<file path="config.mk">
export PLATFORM = sky130hd
export DESIGN_NAME = lv_ctrl
export DESIGN_NICKNAME = d
export VERILOG_FILES = /design/src/sv/lv_pkg.sv /design/src/sv/lv_ctrl.sv
export SDC_FILE = /design/constraint.sdc
export NUM_CORES = 1
export LEC_CHECK = 0
export BUFFER_PORTS_ARGS = -buffer_cell sky130_fd_sc_hd__buf_2
export CORE_MARGIN = 2
export CORE_UTILIZATION = 57
export CTS_CLUSTER_DIAMETER = 200
export DETAILED_ROUTE_END_ITERATION = 7
export HOLD_SLACK_MARGIN = 0.03
export PLACE_DENSITY_LB_ADDON = 0.08
export SLEW_MARGIN = 20
export SYNTH_ARGS = -nofsm -noshare
export SYNTH_HDL_FRONTEND = slang
export SYNTH_SLANG_ARGS = --single-unit
</file>
<file path="constraint.sdc">
create_clock -name clk -period 3.4 [get_ports clk]
set_input_delay 0.68 -clock clk [delete_from_list [all_inputs] [get_ports clk]]
set_output_delay 0.68 -clock clk [all_outputs]
set_load 0.03 [all_outputs]
</file>
<file path="src/sv/lv_pkg.sv">
// Shared types, codes and arithmetic helpers for the Lotka-Volterra step engine.
// No dependencies; every other file of the block imports this package.
package lv_pkg;

    localparam int DATA_W  = 32;
    localparam int Q_FRAC  = 24;
    localparam int ACC_W   = 48;
    localparam int SUM_W   = 40;
    localparam int DVD_W   = 56;
    localparam int QM_W    = 57;
    localparam int PROD_W  = 64;

    localparam int MAX_SPECIES_DEF = 16;
    localparam int MAX_STIMULI_DEF = 8;
    localparam int MAX_RESULTS     = 16;

    localparam logic [1:0] REQ_ABUND = 2'd0;
    localparam logic [1:0] REQ_STIM  = 2'd1;
    localparam logic [1:0] REQ_COEF  = 2'd2;
    localparam logic [1:0] REQ_STEP  = 2'd3;

    localparam logic [2:0] TAB_BIRTH  = 3'd0;
    localparam logic [2:0] TAB_DEATH  = 3'd1;
    localparam logic [2:0] TAB_SBIRTH = 3'd2;
    localparam logic [2:0] TAB_SDEATH = 3'd3;
    localparam logic [2:0] TAB_XBIRTH = 3'd4;
    localparam logic [2:0] TAB_XDEATH = 3'd5;

    localparam logic [1:0] CFG_SPECIES = 2'd0;
    localparam logic [1:0] CFG_STIMULI = 2'd1;
    localparam logic [1:0] CFG_NORM    = 2'd2;

    localparam logic [4:0] SPECIES_RST = 5'd1;
    localparam logic [3:0] STIMULI_RST = 4'd0;
    localparam logic       NORM_RST    = 1'b1;

    localparam logic [ACC_W-1:0] ONE_Q = 48'h0000_0100_0000;

    typedef struct packed {
        logic              sat;
        logic [DATA_W-1:0] val;
    } lv_res_t;

    typedef struct packed {
        logic       clr_en;
        logic       load_en;
        logic       init;
        logic       term_sp;
        logic       term_st;
        logic       fin_lo;
        logic       fin_hi;
        logic       fin_st;
        logic       sum_clr;
        logic       nrd;
        logic       ndiv_go;
        logic       nwr;
        logic       erd;
        logic       commit;
        logic [3:0] idx_i;
        logic [3:0] idx_j;
    } lv_cmd_t;

    typedef struct packed {
        logic sum_nz;
        logic div_done;
    } lv_stat_t;

    // Depth of the largest table, which sets the length of the clearing sweep.
    function automatic int lv_clr_depth(input int sp, input int st);
        int a;
        int b;
        a = sp * sp;
        b = st * sp;
        return (a > b) ? a : b;
    endfunction

    function automatic logic [DATA_W-1:0] lv_mag32(input logic [DATA_W-1:0] v);
        return v[DATA_W-1] ? (~v + 32'd1) : v;
    endfunction

    // Applies a sign to a magnitude and clips it to the signed 32-bit range.
    function automatic lv_res_t lv_sat(input logic neg, input logic [QM_W-1:0] mag);
        lv_res_t r;
        if (!neg) begin
            r.sat = (mag > QM_W'(32'h7fff_ffff));
            r.val = r.sat ? 32'h7fff_ffff : mag[DATA_W-1:0];
        end
        else begin
            r.sat = (mag > QM_W'(32'h8000_0000));
            r.val = r.sat ? 32'h8000_0000 : (~mag[DATA_W-1:0] + 32'd1);
        end
        return r;
    endfunction

endpackage

</file>
<file path="src/sv/lv_ctrl.sv">
// Controller: clearing sweep, load acceptance and the sequencing of one step.
// Depends on lv_pkg; drives lv_datapath through lv_cmd_t.
module lv_ctrl import lv_pkg::*;
#(
    parameter int MAX_SPECIES = MAX_SPECIES_DEF,
    parameter int MAX_STIMULI = MAX_STIMULI_DEF,
    parameter int CLR_W       = 9
)
(
    input  logic             clk,
    input  logic             rst_n,
    input  logic             in_valid,
    output logic             in_ready,
    input  logic [1:0]       req_type,
    output logic             out_valid,
    input  logic             out_ready,
    output logic [3:0]       species_index,
    output logic             last,
    input  logic [4:0]       cfg_species,
    input  logic [3:0]       cfg_stimuli,
    input  logic             cfg_norm,
    input  lv_stat_t         stat,
    output lv_cmd_t          cmd,
    output logic [CLR_W-1:0] clr_idx
);

    localparam int CLR_DEPTH = lv_clr_depth(MAX_SPECIES, MAX_STIMULI);
    localparam int NCAP = (MAX_SPECIES < MAX_RESULTS) ? MAX_SPECIES : MAX_RESULTS;

    typedef enum logic [16:0] {
        ST_CLEAR   = 17'b0_0000_0000_0000_0001,
        ST_IDLE    = 17'b0_0000_0000_0000_0010,
        ST_INIT    = 17'b0_0000_0000_0000_0100,
        ST_TERM_SP = 17'b0_0000_0000_0000_1000,
        ST_TERM_ST = 17'b0_0000_0000_0001_0000,
        ST_DRAIN1  = 17'b0_0000_0000_0010_0000,
        ST_DRAIN2  = 17'b0_0000_0000_0100_0000,
        ST_FIN_LO  = 17'b0_0000_0000_1000_0000,
        ST_FIN_HI  = 17'b0_0000_0001_0000_0000,
        ST_FIN_ST  = 17'b0_0000_0010_0000_0000,
        ST_DECIDE  = 17'b0_0000_0100_0000_0000,
        ST_NORM_RD = 17'b0_0000_1000_0000_0000,
        ST_NORM_GO = 17'b0_0001_0000_0000_0000,
        ST_NORM_WT = 17'b0_0010_0000_0000_0000,
        ST_NORM_WR = 17'b0_0100_0000_0000_0000,
        ST_EMIT_RD = 17'b0_1000_0000_0000_0000,
        ST_EMIT    = 17'b1_0000_0000_0000_0000
    } lv_state_t;

    lv_state_t        state_reg, state_next;
    logic [3:0]       i_reg, i_next;
    logic [3:0]       j_reg, j_next;
    logic [4:0]       n_reg, n_next;
    logic [3:0]       m_reg, m_next;
    logic [CLR_W-1:0] clr_reg, clr_next;
    logic [4:0]       n_eff;
    logic [3:0]       m_eff;
    logic             step_go;
    logic             i_last;

    always_comb
    begin
        n_eff   = (int'(cfg_species) > NCAP) ? 5'(NCAP) : cfg_species;
        m_eff   = (int'(cfg_stimuli) > MAX_STIMULI) ? 4'(MAX_STIMULI) : cfg_stimuli;
        in_ready  = (state_reg == ST_IDLE);
        out_valid = (state_reg == ST_EMIT);
        step_go = in_valid && in_ready && (req_type == REQ_STEP);
        i_last  = ({1'b0, i_reg} == (n_reg - 5'd1));

        cmd         = '0;
        cmd.idx_i   = i_reg;
        cmd.idx_j   = j_reg;
        cmd.clr_en  = (state_reg == ST_CLEAR);
        cmd.load_en = in_valid && in_ready && (req_type != REQ_STEP);
        cmd.sum_clr = step_go;
        cmd.init    = (state_reg == ST_INIT);
        cmd.term_sp = (state_reg == ST_TERM_SP);
        cmd.term_st = (state_reg == ST_TERM_ST);
        cmd.fin_lo  = (state_reg == ST_FIN_LO);
        cmd.fin_hi  = (state_reg == ST_FIN_HI);
        cmd.fin_st  = (state_reg == ST_FIN_ST);
        cmd.nrd     = (state_reg == ST_NORM_RD);
        cmd.ndiv_go = (state_reg == ST_NORM_GO);
        cmd.nwr     = (state_reg == ST_NORM_WR);
        cmd.erd     = (state_reg == ST_EMIT_RD);
        cmd.commit  = out_valid && out_ready;

        state_next = state_reg;
        i_next     = i_reg;
        j_next     = j_reg;
        n_next     = n_reg;
        m_next     = m_reg;
        clr_next   = clr_reg;

        case (state_reg)
            ST_CLEAR:
            begin
                if (clr_reg == CLR_W'(CLR_DEPTH - 1))
                    state_next = ST_IDLE;
                else
                    clr_next = clr_reg + CLR_W'(1);
            end
            ST_IDLE:
            begin
                // A step with no species in use finishes at once.
                if (step_go && (n_eff != 5'd0))
                begin
                    n_next     = n_eff;
                    m_next     = m_eff;
                    i_next     = '0;
                    state_next = ST_INIT;
                end
            end
            ST_INIT:
            begin
                j_next     = '0;
                state_next = ST_TERM_SP;
            end
            ST_TERM_SP:
            begin
                if ({1'b0, j_reg} == (n_reg - 5'd1))
                begin
                    j_next     = '0;
                    state_next = (m_reg != 4'd0) ? ST_TERM_ST : ST_DRAIN1;
                end
                else
                    j_next = j_reg + 4'd1;
            end
            ST_TERM_ST:
            begin
                if (j_reg == (m_reg - 4'd1))
                    state_next = ST_DRAIN1;
                else
                    j_next = j_reg + 4'd1;
            end
            ST_DRAIN1: state_next = ST_DRAIN2;
            ST_DRAIN2: state_next = ST_FIN_LO;
            ST_FIN_LO: state_next = ST_FIN_HI;
            ST_FIN_HI: state_next = ST_FIN_ST;
            ST_FIN_ST:
            begin
                if (i_last)
                begin
                    i_next     = '0;
                    state_next = ST_DECIDE;
                end
                else
                begin
                    i_next     = i_reg + 4'd1;
                    state_next = ST_INIT;
                end
            end
            ST_DECIDE:
            begin
                state_next = (cfg_norm && stat.sum_nz) ? ST_NORM_RD : ST_EMIT_RD;
            end
            ST_NORM_RD: state_next = ST_NORM_GO;
            ST_NORM_GO: state_next = ST_NORM_WT;
            ST_NORM_WT:
            begin
                if (stat.div_done)
                    state_next = ST_NORM_WR;
            end
            ST_NORM_WR:
            begin
                if (i_last)
                begin
                    i_next     = '0;
                    state_next = ST_EMIT_RD;
                end
                else
                begin
                    i_next     = i_reg + 4'd1;
                    state_next = ST_NORM_RD;
                end
            end
            ST_EMIT_RD: state_next = ST_EMIT;
            ST_EMIT:
            begin
                if (out_ready)
                begin
                    if (i_last)
                        state_next = ST_IDLE;
                    else
                    begin
                        i_next     = i_reg + 4'd1;
                        state_next = ST_EMIT_RD;
                    end
                end
            end
            default: state_next = ST_IDLE;
        endcase
    end

    always_ff @(posedge clk or negedge rst_n)
    begin
        if (!rst_n)
        begin
            state_reg <= ST_CLEAR;
            i_reg     <= '0;
            j_reg     <= '0;
            n_reg     <= '0;
            m_reg     <= '0;
            clr_reg   <= '0;
        end
        else
        begin
            state_reg <= state_next;
            i_reg     <= i_next;
            j_reg     <= j_next;
            n_reg     <= n_next;
            m_reg     <= m_next;
            clr_reg   <= clr_next;
        end
    end

    assign species_index = i_reg;
    assign last          = out_valid && i_last;
    assign clr_idx       = clr_reg;

    a_no_overlap: assert property (@(posedge clk) disable iff (!rst_n)
        !(in_ready && out_valid))
        else $error("input accepted while a result beat is pending");

    a_step_start: assert property (@(posedge clk) disable iff (!rst_n)
        (step_go && (n_eff != 5'd0)) |=> (state_reg == ST_INIT))
        else $error("step did not start its first species");

    a_last_idle: assert property (@(posedge clk) disable iff (!rst_n)
        (out_valid && out_ready && last) |=> in_ready)
        else $error("block not idle after the final result beat");

    a_div_wr: assert property (@(posedge clk) disable iff (!rst_n)
        ((state_reg == ST_NORM_WT) && stat.div_done) |=> (state_reg == ST_NORM_WR))
        else $error("divider result not written back");

endmodule

</file>
## Word level (Yosys, flattened, before mapping)

Cells that the tools add are included.

| cells by class | value |
|---|---|
| add/subtract/negate cells | 5 |
| magnitude comparators | 2 |
| equal/unequal tests | 31 |
| mux-type cells | 22 |
| bitwise gates (word level) | 1 |
| reductions and logical operators | 17 |

Operators by type and width:

| kind | number |
|---|---|
| 17-bit one-hot mux with 17 select lines | 1 |
| 17-bit 2-to-1 mux | 6 |
| 16-bit 2-to-1 mux | 3 |
| 4-bit 2-to-1 mux | 7 |
| 4-bit one-hot mux with 3 select lines | 2 |
| 17-bit by 1-bit equality test with 1-bit output (second input constant) | 1 |
| 17-bit by 10-bit equality test with 1-bit output (second input constant) | 1 |
| 17-bit by 11-bit equality test with 1-bit output (second input constant) | 1 |
| 17-bit by 12-bit equality test with 1-bit output (second input constant) | 1 |
| 17-bit by 13-bit equality test with 1-bit output (second input constant) | 1 |
| 17-bit by 14-bit equality test with 1-bit output (second input constant) | 1 |
| 17-bit by 15-bit equality test with 1-bit output (second input constant) | 1 |
| 17-bit by 16-bit equality test with 1-bit output (second input constant) | 1 |
| 17-bit equality test (second input constant) | 1 |
| 17-bit by 2-bit equality test with 1-bit output (second input constant) | 1 |
| 17-bit by 3-bit equality test with 1-bit output (second input constant) | 1 |
| 17-bit by 4-bit equality test with 1-bit output (second input constant) | 1 |
| 17-bit by 5-bit equality test with 1-bit output (second input constant) | 1 |
| 17-bit by 6-bit equality test with 1-bit output (second input constant) | 1 |
| 17-bit by 7-bit equality test with 1-bit output (second input constant) | 1 |
| 17-bit by 8-bit equality test with 1-bit output (second input constant) | 1 |
| 17-bit by 9-bit equality test with 1-bit output (second input constant) | 1 |
| 11-bit 2-to-1 mux | 1 |
| 4-bit by 5-bit equality test with 1-bit output | 2 |
| other kinds (22) | 39 |

| storage, ports and cells | value |
|---|---|
| register bits | 43 |
| input port bits | 18 |
| output and inout port bits | 38 |
| logic and storage cells | 84 |

## Longest topological paths before layout

Gate-level depths: netlist of the first run.

| logic depth | value |
|---|---|
| word-level depth | 6 |
| depth in mapped cells | 9 |

## Worst setup path before layout of the first run

OpenSTA, ideal clock, no wires.

| timing | value |
|---|---|
| path kind | flip-flop to output port |
| start | register state_reg[4] |
| end | output cmd[11] (netlist bit) |
| arrival time | 2315 ps |
| data required time | 2720 ps |
| setup slack | 405 ps |
| stages on the path, launching flop included | 5 |
| buffers on the path | 0 |
| cells stage by stage | dfrtp_1 nor4_4 nand3_1 or3_1 nor4_1 |

RTL lines:

| element | RTL line | source |
|---|---|---|
| from (decl) | lv_ctrl.sv:50 | `lv_state_t state_reg, state_next;` |
| from (signal assigned) | lv_ctrl.sv:208 | `state_reg <= state_next;` |
| to (decl) | lv_ctrl.sv:23 | `output lv_cmd_t cmd,` |

==> results summary, run 1 <==
Relative to the synthesized area, the layout overhead comes to 12.9%. The clock drives 43 sinks. The required time of the critical path is 2.72 ns. The number of remaining DRC errors came out at 0. In this run, post-CTS repair resized a total of 0 instances. The all-layer global routing usage is 23.8%. The number of cells produced by synthesis came out at 287. The routed wire length is 6020 microns. The leakage power summed over all cells is 0.00155 uW.

The final period utilization came out at 94.8%. The family with the most delay on the worst path is simple AND/OR/NAND/NOR gates. By instance count, the leading cell after synthesis is sky130_fd_sc_hd__dfrtp_1.

The number of nets in the final layout came out at 360. Among all stages on the critical path, the largest delay is contributed by sky130_fd_sc_hd__or4_4. The synthesis-stage register bit count came out at 43.

The share of cells above drive strength 1 is 23.7%. The path class of the lowest-slack min-delay path is in2async. The synthesized netlist net count is 311. The count of buffers added on input and output ports is 55. The clock insertion delay at the later pin of the skew report came out at 0.30 ns. The violation count after the first detailed-routing iteration came out at 129. The core box area is 0.00466 sq mm. Counting the fill cells in the layout gives 383.

The critical path goes through nor4_4 > nand4_2 > or4_4 > or3b_1 > inv_1 > buf_2. The biggest fanout along the worst timing path is 6. The die covers 0.00536 sq mm. The setup path with the least slack is of type reg2out. The y dimension of the die came out at 73.2 microns. The final period demand of the worst path is 3.22 ns. The final max-slew violation count came to 0. The worst hold slack after final layout is 0.356 ns. The worst setup path is captured at an output pin. The number of placed I/O pins came out at 56.

The pin count of the biggest net entering global routing is 44. The proportion of power drawn by flip-flops and latches is 41.6%. The register with the most flip-flops in the layout has 17 of them. The number of enable-type register cells in the synthesized netlist is 0.

The headroom to the max-slew limit came out at 57.4%. Buffers inserted during clock tree synthesis total 5. The initial antenna violation count is 0. The most used flip-flop cell after synthesis is sky130_fd_sc_hd__dfrtp_1. STA puts the critical path data arrival time at 2.54 ns. Setup violations remaining at the end of the flow were counted as 0. The worst IR drop on VDD came out at 0.364 mV.

The post-detailed-route wirelength per cell is 15.4 microns. The cell area after placement came out at 0.00300 sq mm. Setup slack on the worst reg-to-reg path comes out at 0.84 ns.

The total negative setup slack is 0 ns. Using the TritonRoute via totals, the vias-per-cell ratio works out to 5.88. The routed design uses 311 microns of met3 wire.

The post-DP HPWL came out at 4350 microns. The first-pass GRT wire length came out at 9770 microns. Summing the sequential cell areas from Yosys gives 39.5% of the chip area.

The number of different library cells in the post-synthesis netlist is 59. The count of nets left with antenna violations after detail routing came out at 0. At the end of routability-driven placement, the weighted congestion stood at 0.806. The via count of the first global-routing pass is 2071.

The highest clock rate is 310 MHz. The clock passes through at most 2 buffers. The hold violation count in the final report is 0. The area share of the largest cell type after synthesis came out at 38.5%. 0 antenna diodes ended up in the layout. The clock transition at the register clock pins on the worst setup and hold paths after CTS came out at 0.08 ns. The worst setup slack after layout came out at 0.176 ns. The multi-input combinational cells in the finished layout cover a total of 0.00151 sq mm.

Setup repair after global routing left no endpoint under its margin. The share of synthesized flip-flops with an asynchronous set or reset is 100%. The switching part of the total came out at 36.3%. The commonest cells after synthesis are sky130_fd_sc_hd__dfrtp_1, sky130_fd_sc_hd__nand2_1, sky130_fd_sc_hd__nor2_1, sky130_fd_sc_hd__xnor2_1, sky130_fd_sc_hd__inv_1.

In the final routing, the length of wire on met1 measures 2760 microns. The launch point of the worst path is state_reg[4]$_DFFE_PN0P_. STA classifies the critical path startpoint as a flop. The switching power of the nets is 552 uW. The biggest area contributor in the post-synthesis netlist is sky130_fd_sc_hd__dfrtp_1. The starting density of the core came out at 58.6%.

The critical path buffer and inverter count is 2. The worst stage delay on the critical path came out at 0.47 ns. Internal power comes to 967 uW.

The ratio of total power to cell area came out at 493 mW/mm^2. For the pin with the worst max-slew slack, the measured transition is 0.634 ns. The power share of the clock group came out at 21.2%. The number of hold buffers added after CTS was 0. In this run the post-CTS setup repair buffer count came out at 0. The die boundary width came out at 73.2 microns. The count of warnings emitted by yosys came out at 0. The detailed-router iteration count before antenna repair is 5. For this run, the share of the core covered by cells in the final layout is 66.1%. The run finished with clean final reports. The cell area after synthesis came out at 0.00273 sq mm. Before CTS, the worst setup slack after placement is 0.517 ns. The combinational power share is 37.2%.

Detailed routing inserted a total of 2301 vias. The worst register-to-register path begins at state_reg[8]$_DFFE_PN0P_. The worst setup skew after layout is 0.00784 ns. In the detailed route, the total length drawn on met2 is 2860 microns. The sequential cell area is 0.00108 sq mm. The TritonCTS clock tree is yes. With fillers left out, the area of the finished cells amounts to 0.00308 sq mm.

In this run the critical register-to-register path is captured at m_reg[3]$_DFFE_PN0P_. The tree is rooted in a sky130_fd_sc_hd__clkbuf_8. Signal routing reaches up to met4. The row count came out at 25. The synthesized area per cell is 9.51 sq um.

The count of max-cap constraint violations is 0. In the post-synthesis netlist, the biggest area contributors are sky130_fd_sc_hd__dfrtp_1, sky130_fd_sc_hd__xnor2_1, sky130_fd_sc_hd__nand2_1, sky130_fd_sc_hd__xor2_1, sky130_fd_sc_hd__ha_1. The total grt overflow came out at 0.

The worst reg2reg path depth is 4. In this run the number of H-tree levels came out at 2.
cell families (layout without fill, tap and decap cells):
logic type | count (synthesis) | after routing | synth area share (%)
AND/OR/NAND/NOR | 129 | 129 | 28.8
AO/OA/AOI/OAI | 47 | 47 | 12.3
flip-flops | 43 | 43 | 39.5
buffers and inverters | 30 | 80 | 5.27
XOR/XNOR | 26 | 26 | 8.85
adder cells (fa/ha/maj) | 6 | 6 | 2.75
multiplexers | 6 | 6 | 2.52
worst max-delay path by stage:
stage,end,slack (ns),depth (start not counted)
after floorplan,cmd[11],0.41,4
after global placement,cmd[14],0.52,6
after detailed placement,cmd[14],0.52,6
after CTS,cmd[14],0.18,6
after global routing,cmd[14],0.04,6
final,cmd[14],0.18,6
stage by stage:
| stage | power, uW | std cells |
|---|---|---|
| floorplan | 1070 | 287 |
| global placement | 1200 | 383 |
| detailed placement | 1200 | 383 |
| CTS | 1530 | 391 |
| global route | 1620 | 391 |
| finish | 1520 | 391 |
area by class of cell:
class                   count  area share [%]
multi-input cells         214            48.9
flip-flops and latches     43            34.9
inverters                  15            1.83
well taps                  54            2.19
repair buffers             57            9.50
clock buffers               8            2.60
power groups by stage:
stage,combinational (uW),sequential (uW),clock (uW)
finish,565,632,321
global route,634,643,345
CTS,568,632,330
detailed placement,561,642,0
global placement,553,642,0
floorplan,452,618,0
layout by cell type (no fill, tap or decap), types with 3 or more instances in the layout:
cell                        count
sky130_fd_sc_hd__nor4_1         4
sky130_fd_sc_hd__xnor2_1       16
sky130_fd_sc_hd__or4_1          4
sky130_fd_sc_hd__nor4_4         3
sky130_fd_sc_hd__dfrtp_1       42
sky130_fd_sc_hd__nand3_1       10
sky130_fd_sc_hd__inv_1         14
sky130_fd_sc_hd__nand2b_1      10
sky130_fd_sc_hd__nand4_1       10
sky130_fd_sc_hd__nor3_1         8
sky130_fd_sc_hd__o2111ai_1      4
sky130_fd_sc_hd__and3_1         5
sky130_fd_sc_hd__nor2_1        18
sky130_fd_sc_hd__xor2_1         9
sky130_fd_sc_hd__nor2b_1        3
sky130_fd_sc_hd__nor3_2         4
sky130_fd_sc_hd__nor3b_1        8
sky130_fd_sc_hd__nand3b_1       3
sky130_fd_sc_hd__a32o_1         3
sky130_fd_sc_hd__o21ai_1       10
sky130_fd_sc_hd__clkbuf_1       3
sky130_fd_sc_hd__buf_4          3
sky130_fd_sc_hd__o21ai_0        4
sky130_fd_sc_hd__ha_1           6
sky130_fd_sc_hd__buf_2         54
sky130_fd_sc_hd__and4_1         3
sky130_fd_sc_hd__clkbuf_8       5
sky130_fd_sc_hd__nand2_1       26
sky130_fd_sc_hd__a21oi_1        5
sky130_fd_sc_hd__o211ai_1       3
layer usage:
| metal | track usage (%) | up-vias |
|---|---|---|
| met1 | 33.0 | 1084 |
| met3 | 5.11 | 10 |
| met2 | 37.7 | 76 |
| met5 | 0 | - |
| li1 | - | 1131 |
| met4 | 6.58 | 0 |
(Power assumes the default switching activity.)
==> run 2: changes to the inputs <==
BUFFER_PORTS_ARGS = -buffer_cell sky130_fd_sc_hd__buf_4   (was -buffer_cell sky130_fd_sc_hd__buf_2)
CORE_MARGIN = 4   (was 2)
==> results summary, run 2 (same netlist as run 1, synthesis figures left out) <==
The biggest fanout along the worst timing path came out at 6. The setup check on the worst reg-to-reg path leaves a slack of 0.95 ns. The flow ran to the end, and the final reports show no timing, DRC or antenna violations. The quantity of I/O buffers inserted on ports is 55.

The required time of the critical path is 2.72 ns. The library cells used most frequently in the layout, excluding fill and tap cells, are sky130_fd_sc_hd__buf_4, sky130_fd_sc_hd__dfrtp_1, sky130_fd_sc_hd__nand2_1. Routability-driven placement finished with a final weighted congestion of 0.838. The total overflow left after global routing is 0.

The post-synthesis to final-layout area growth is 18.1%. The launch point of the worst path is state_reg[4]$_DFFE_PN0P_. The finished cells cover 0.00322 sq mm. The first-pass GRT wire length is 10400 microns.

The CTS buffer count came out at 5. The TritonCTS clock tree is yes. The number of buffers inserted to repair setup after CTS is 0. Entering global routing, the biggest net connects 44 pins.

The clock insertion delay at the later pin of the skew report came out at 0.30 ns. Summed over all cells, the static leakage comes to 0.00157 uW. The final max-slew violation count came to 0. In this run the critical register-to-register path is captured at n_reg[3]$_DFFE_PN0P_.

For this design the top-level I/O count stands at 56. The repair_antennas step left the layout with diodes totalling 0. In the routed design, unresolved DRC markers number 0. The mean number of vias per cell came out at 6.05. The clock tree buffer depth is 2. The initial utilization of the core area, before any placement, comes to 60.6%. The initial antenna violation count came out at 0. The post-cts sizing count came out at 0. The worst hold slack after final layout came out at 0.367 ns. The die boundary width is 77.2 microns. The startpoint identified for the worst register-to-register timing path is state_reg[8]$_DFFE_PN0P_.

For the pin with the worst max-slew slack, the measured transition is 0.594 ns. The worst reg2reg path depth came out at 5. The via count of the first global-routing pass is 2278. The floorplan step defined a die boundary enclosing 0.00596 sq mm.

The HPWL after detailed placement is 4720 microns. The register with the most flip-flops in the layout has 17 of them. The highest clock rate came out at 312 MHz. VDD sags by at most 0.267 mV. The hold violation count in the final report is 0.

The ratio of total power to cell area came out at 475 mW/mm^2. The row count is 24. The final period demand of the worst path is 3.20 ns. Global routing used 21.5% of the available tracks across all layers. The final period utilization is 94.2%. Clock-pin slew was measured on the worst setup and hold paths at 0.08 ns. The min-delay analysis places its worst path in the category in2async. The share of cells above drive strength 1 is 24.3%. The arrival time of the worst setup path came out at 2.52 ns. The library cell used most frequently in the layout, excluding fill and tap cells, is sky130_fd_sc_hd__buf_4. The number of H-tree branching levels came out at 2. Adding up every negative setup slack in the final design gives 0 ns.

Setup repair after global routing left no endpoint under its margin. The core box area is 0.00450 sq mm. The count of max-cap constraint violations came out at 0. The post-detailed-route wirelength per cell is 15.9 microns. The detailed-router iteration count before antenna repair came out at 4. The y dimension of the die came out at 77.2 microns. STA classifies the critical path endpoint as an output pin.

The headroom to the max-slew limit is 60.1%. Clock skew on the completed layout was measured at 0.00782 ns. The critical path is of the reg2out type.

In this run the clock root is driven by a sky130_fd_sc_hd__clkbuf_8. For this block, the via count after detailed routing is 2360. The violation count after the first detailed-routing iteration came out at 135. The count of nets left with antenna violations after detail routing is 0.

After the last flow step, the layout net total stands at 361. The number of sinks on the clock net is 43. The number of buffers added to fix hold violations after cts came out at 0. STA classifies the critical path startpoint as a flop. For this block, the routed nets add up to 6200 microns of wire. In this run the cell area measured after placement is 0.00314 sq mm. The total setup violations reported at the end of the flow is 0.
[run 2: changes by cell type in the layout (fill, tap and decap cells not counted)]
cell                       before  now
sky130_fd_sc_hd__buf_2         54    0
sky130_fd_sc_hd__buf_4          3   58
sky130_fd_sc_hd__clkbuf_1       3    2
sky130_fd_sc_hd__clkinv_2       0    1
[run 2: per-stage QoR]
step | util, % | instances | setup slack (ns) | power, uW
after floorplan | - | 287 | 0.405 | 1070
after global placement | 69.8 | 382 | 0.539 | 1210
after detailed placement | 69.8 | 382 | 0.526 | 1220
after CTS | 71.6 | 390 | 0.191 | 1540
after global routing | 71.6 | 390 | 0.0697 | 1640
final | 71.6 | 390 | 0.197 | 1530
[run 2: layer usage]
metal / vias up / GRT usage [%] / share of wire (%)
met4: 0 / 6.76 / 0.94
li1: 1136 / - / -
met3: 8 / 5.04 / 6.6
met2: 93 / 33.5 / 46
met1: 1123 / 29.5 / 46
met5: - / 0 / 0
[run 2: area by class of cell]
cell class	count	area [sq um]
multi-input cells	214	1510
fillers	368	1280
flip-flops and latches	43	1080
repair buffers	58	435
clock buffers	7	76.3
well taps	52	65.1
inverters	15	56.3
clock inverters	1	5.00
[run 2: where the power goes]
part           leakage, uW  total, uW  internal (uW)  switching (uW)
clock            0.0000422        318            144             173
sequential        0.000584        637            563            74.0
combinational     0.000945        578            270             308
total              0.00157       1530            978             555
[run 2: critical path, stage by stage (launching register included)]
cell,delay [ns]
sky130_fd_sc_hd__dfrtp_1,0.45
sky130_fd_sc_hd__nor4_4,0.45
sky130_fd_sc_hd__nand4_2,0.19
sky130_fd_sc_hd__or4_4,0.46
sky130_fd_sc_hd__or3b_1,0.45
sky130_fd_sc_hd__inv_1,0.07
sky130_fd_sc_hd__buf_4,0.15
[run 2: worst max path at each step]
stage	depth (start not counted)	to	slack, ns
after CTS	6	cmd[14]	0.19
after floorplan	4	cmd[11]	0.41
after detailed placement	6	cmd[14]	0.53
after global placement	6	cmd[14]	0.54
final	6	cmd[14]	0.20
after global routing	6	cmd[14]	0.07
==> run 3: changes to the inputs <==
BUFFER_PORTS_ARGS = default   (was -buffer_cell sky130_fd_sc_hd__buf_4)
DONT_BUFFER_PORTS = 1   (was default)
==> results summary, run 3 (same netlist as run 1, synthesis figures left out) <==
The type of the worst setup path is reg2out. The y dimension of the die is 77.2 microns. The post-DP HPWL is 4600 microns. The die boundary width came out at 77.2 microns. After routing the design area is 0.00286 sq mm. For the worst setup path, the data required time is 2.72 ns. The post-cts sizing count came out at 0. The transition time at the pin with the least slew margin came out at 0.762 ns.

The hold violation count in the final report came out at 0. The starting density of the core is 60.6%. The core box area is 0.00450 sq mm. The slowest stage of the critical path belongs to the cell sky130_fd_sc_hd__nor4_4. The tightest min-delay check is of the in2async type. The total setup violations reported at the end of the flow came out at 0. The number of sinks on the clock net is 43. The CTS buffer count is 5. Between clock sinks in the finished design, the worst skew comes to 0.00838 ns. Clock-pin slew was measured on the worst setup and hold paths at 0.09 ns. The count of nets left with antenna violations after detail routing came out at 0.

The all-layer global routing usage is 21.1%. The ratio of total power to cell area came out at 522 mW/mm^2. Walking the worst path, the cells encountered are nor4_4 > nand4_2 > or4_4 > or3b_1 > inv_1.

The worst setup path is launched from a flop. Setup repair after global routing left no endpoint under its margin. Summing all flip-flop and latch instances after layout gives 0.00108 sq mm. The number of nets in the final layout came out at 312. The biggest fanout along the worst timing path came out at 6.

The number of buffers inserted to repair setup after CTS came out at 0. The number of remaining DRC errors came out at 0. The overall die area is 0.00596 sq mm. The post-synthesis to final-layout area growth is 4.63%. Leaving out fill and tap cells, the most frequent cell in the layout is sky130_fd_sc_hd__dfrtp_1. The area of the multi-input gates came out at 0.00151 sq mm. The final max-slew violation count is 0. The worst stage delay on the critical path came out at 0.50 ns.

The kind of end point of the critical path is an output pin. The worst IR drop on VDD is 0.333 mV. TritonCTS built the clock tree. The cell area after placement is 0.00278 sq mm. The leakage power summed over all cells is 0.00132 uW. The count of max-cap constraint violations came out at 0. In the layout the commonest cells are sky130_fd_sc_hd__dfrtp_1, sky130_fd_sc_hd__nand2_1, sky130_fd_sc_hd__nor2_1. The routed wire length came out at 6150 microns. The post-detailed-route wirelength per cell is 18.0 microns.

The minimum setup slack among reg-to-reg paths is 0.80 ns. The worst hold slack after final layout came out at 0.0683 ns. The pin count of the biggest net entering global routing is 44.

The number of placed I/O pins came out at 56. For this block, the via count after detailed routing is 2169. The first global-routing pass estimated 10100 microns of wire. The flow ran to the end, and the final reports show no timing, DRC or antenna violations. The share of cells above drive strength 1 came out at 11.4%. Clock latency on the worst-skew pair, taken at its later pin, is 0.29 ns. The number of inserted filler cells in the final layout is 396. The number of H-tree branching levels is 2. The flip-flop count of the largest register after layout came out at 17. The final period demand of the worst path is 3.29 ns. The detailed-router iteration count before antenna repair came out at 4. The total negative setup slack is 0 ns.

The quantity of I/O buffers inserted on ports is 0. In this run the clock root is driven by a sky130_fd_sc_hd__clkbuf_8. The headroom to the max-slew limit came out at 49.2%.

After detailed routing, the number of vias per cell comes to 6.36. STA puts the critical path data arrival time at 2.61 ns. The violation count after the first detailed-routing iteration came out at 177. Of the available clock period, the critical path in the final layout requires 96.7%. The via count of the first global-routing pass came out at 2060. The total grt overflow is 0.

The initial antenna violation count is 0. For this design, the CTS-stage hold fixing added 0 buffers. The routability congestion estimate came out at 0.824. The clock tree buffer depth is 2. Static timing analysis puts the maximum clock frequency at 304 MHz. The number of antenna diodes in the final layout is 0. The row count came out at 24.
-- run 3: worst paths after layout --
kind / start / end / cells past startpoint
min in group clk: stat[0] / state_reg[13]$_DFFE_PN0P_ / 1
max in group asynchronous: rst_n / state_reg[0]$_DFFE_PN1P_ / 0
min: rst_n / state_reg[12]$_DFFE_PN0P_ / 0
max reg2reg: state_reg[8]$_DFFE_PN0P_ / species_index[3]$_DFFE_PN0P_ / 7
min reg2reg: m_reg[1]$_DFFE_PN0P_ / m_reg[1]$_DFFE_PN0P_ / 2
max: state_reg[4]$_DFFE_PN0P_ / cmd[14] / 5
-- run 3: report_power, final --
part | internal [uW] | switching [uW] | total, uW | leakage [uW]
combinational | 243 | 290 | 533 | 0.000691
sequential | 563 | 73.2 | 636 | 0.000584
clock | 145 | 177 | 322 | 0.0000422
-- run 3: layout make-up --
cell class,count,area share [%]
Clock buffer,7,2.67
Clock inverter,1,0.175
Inverter,15,1.97
Multi-Input combinational cell,214,52.8
Sequential cell,43,37.7
Tap cell,52,2.28
Timing Repair Buffer,9,2.37
-- run 3: metrics by stage --
step | util [%] | setup WS [ns] | cells | total power [uW]
final | 63.4 | 0.114 | 341 | 1490
after global routing | 63.4 | 0.0109 | 341 | 1590
after CTS | 63.4 | 0.129 | 341 | 1500
after detailed placement | 61.6 | 0.461 | 333 | 1170
after global placement | 61.6 | 0.518 | 333 | 1160
after floorplan | - | 0.405 | 287 | 1070
-- run 3: routing by layer --
layer	vias up	part of all wire [%]	track usage (%)
met5	-	0	0
met4	0	1.1	6.76
met3	7	5.9	4.80
met2	69	47	32.4
met1	1047	46	29.4
li1	1046	-	-
-- run 3: worst max-delay path: cells and delay by family, from the launching register on --
kind / cells / cell delay (ns)
buffers and inverters: 1 / 0.24
flip-flops: 1 / 0.45
AND/OR/NAND/NOR: 4 / 1.62
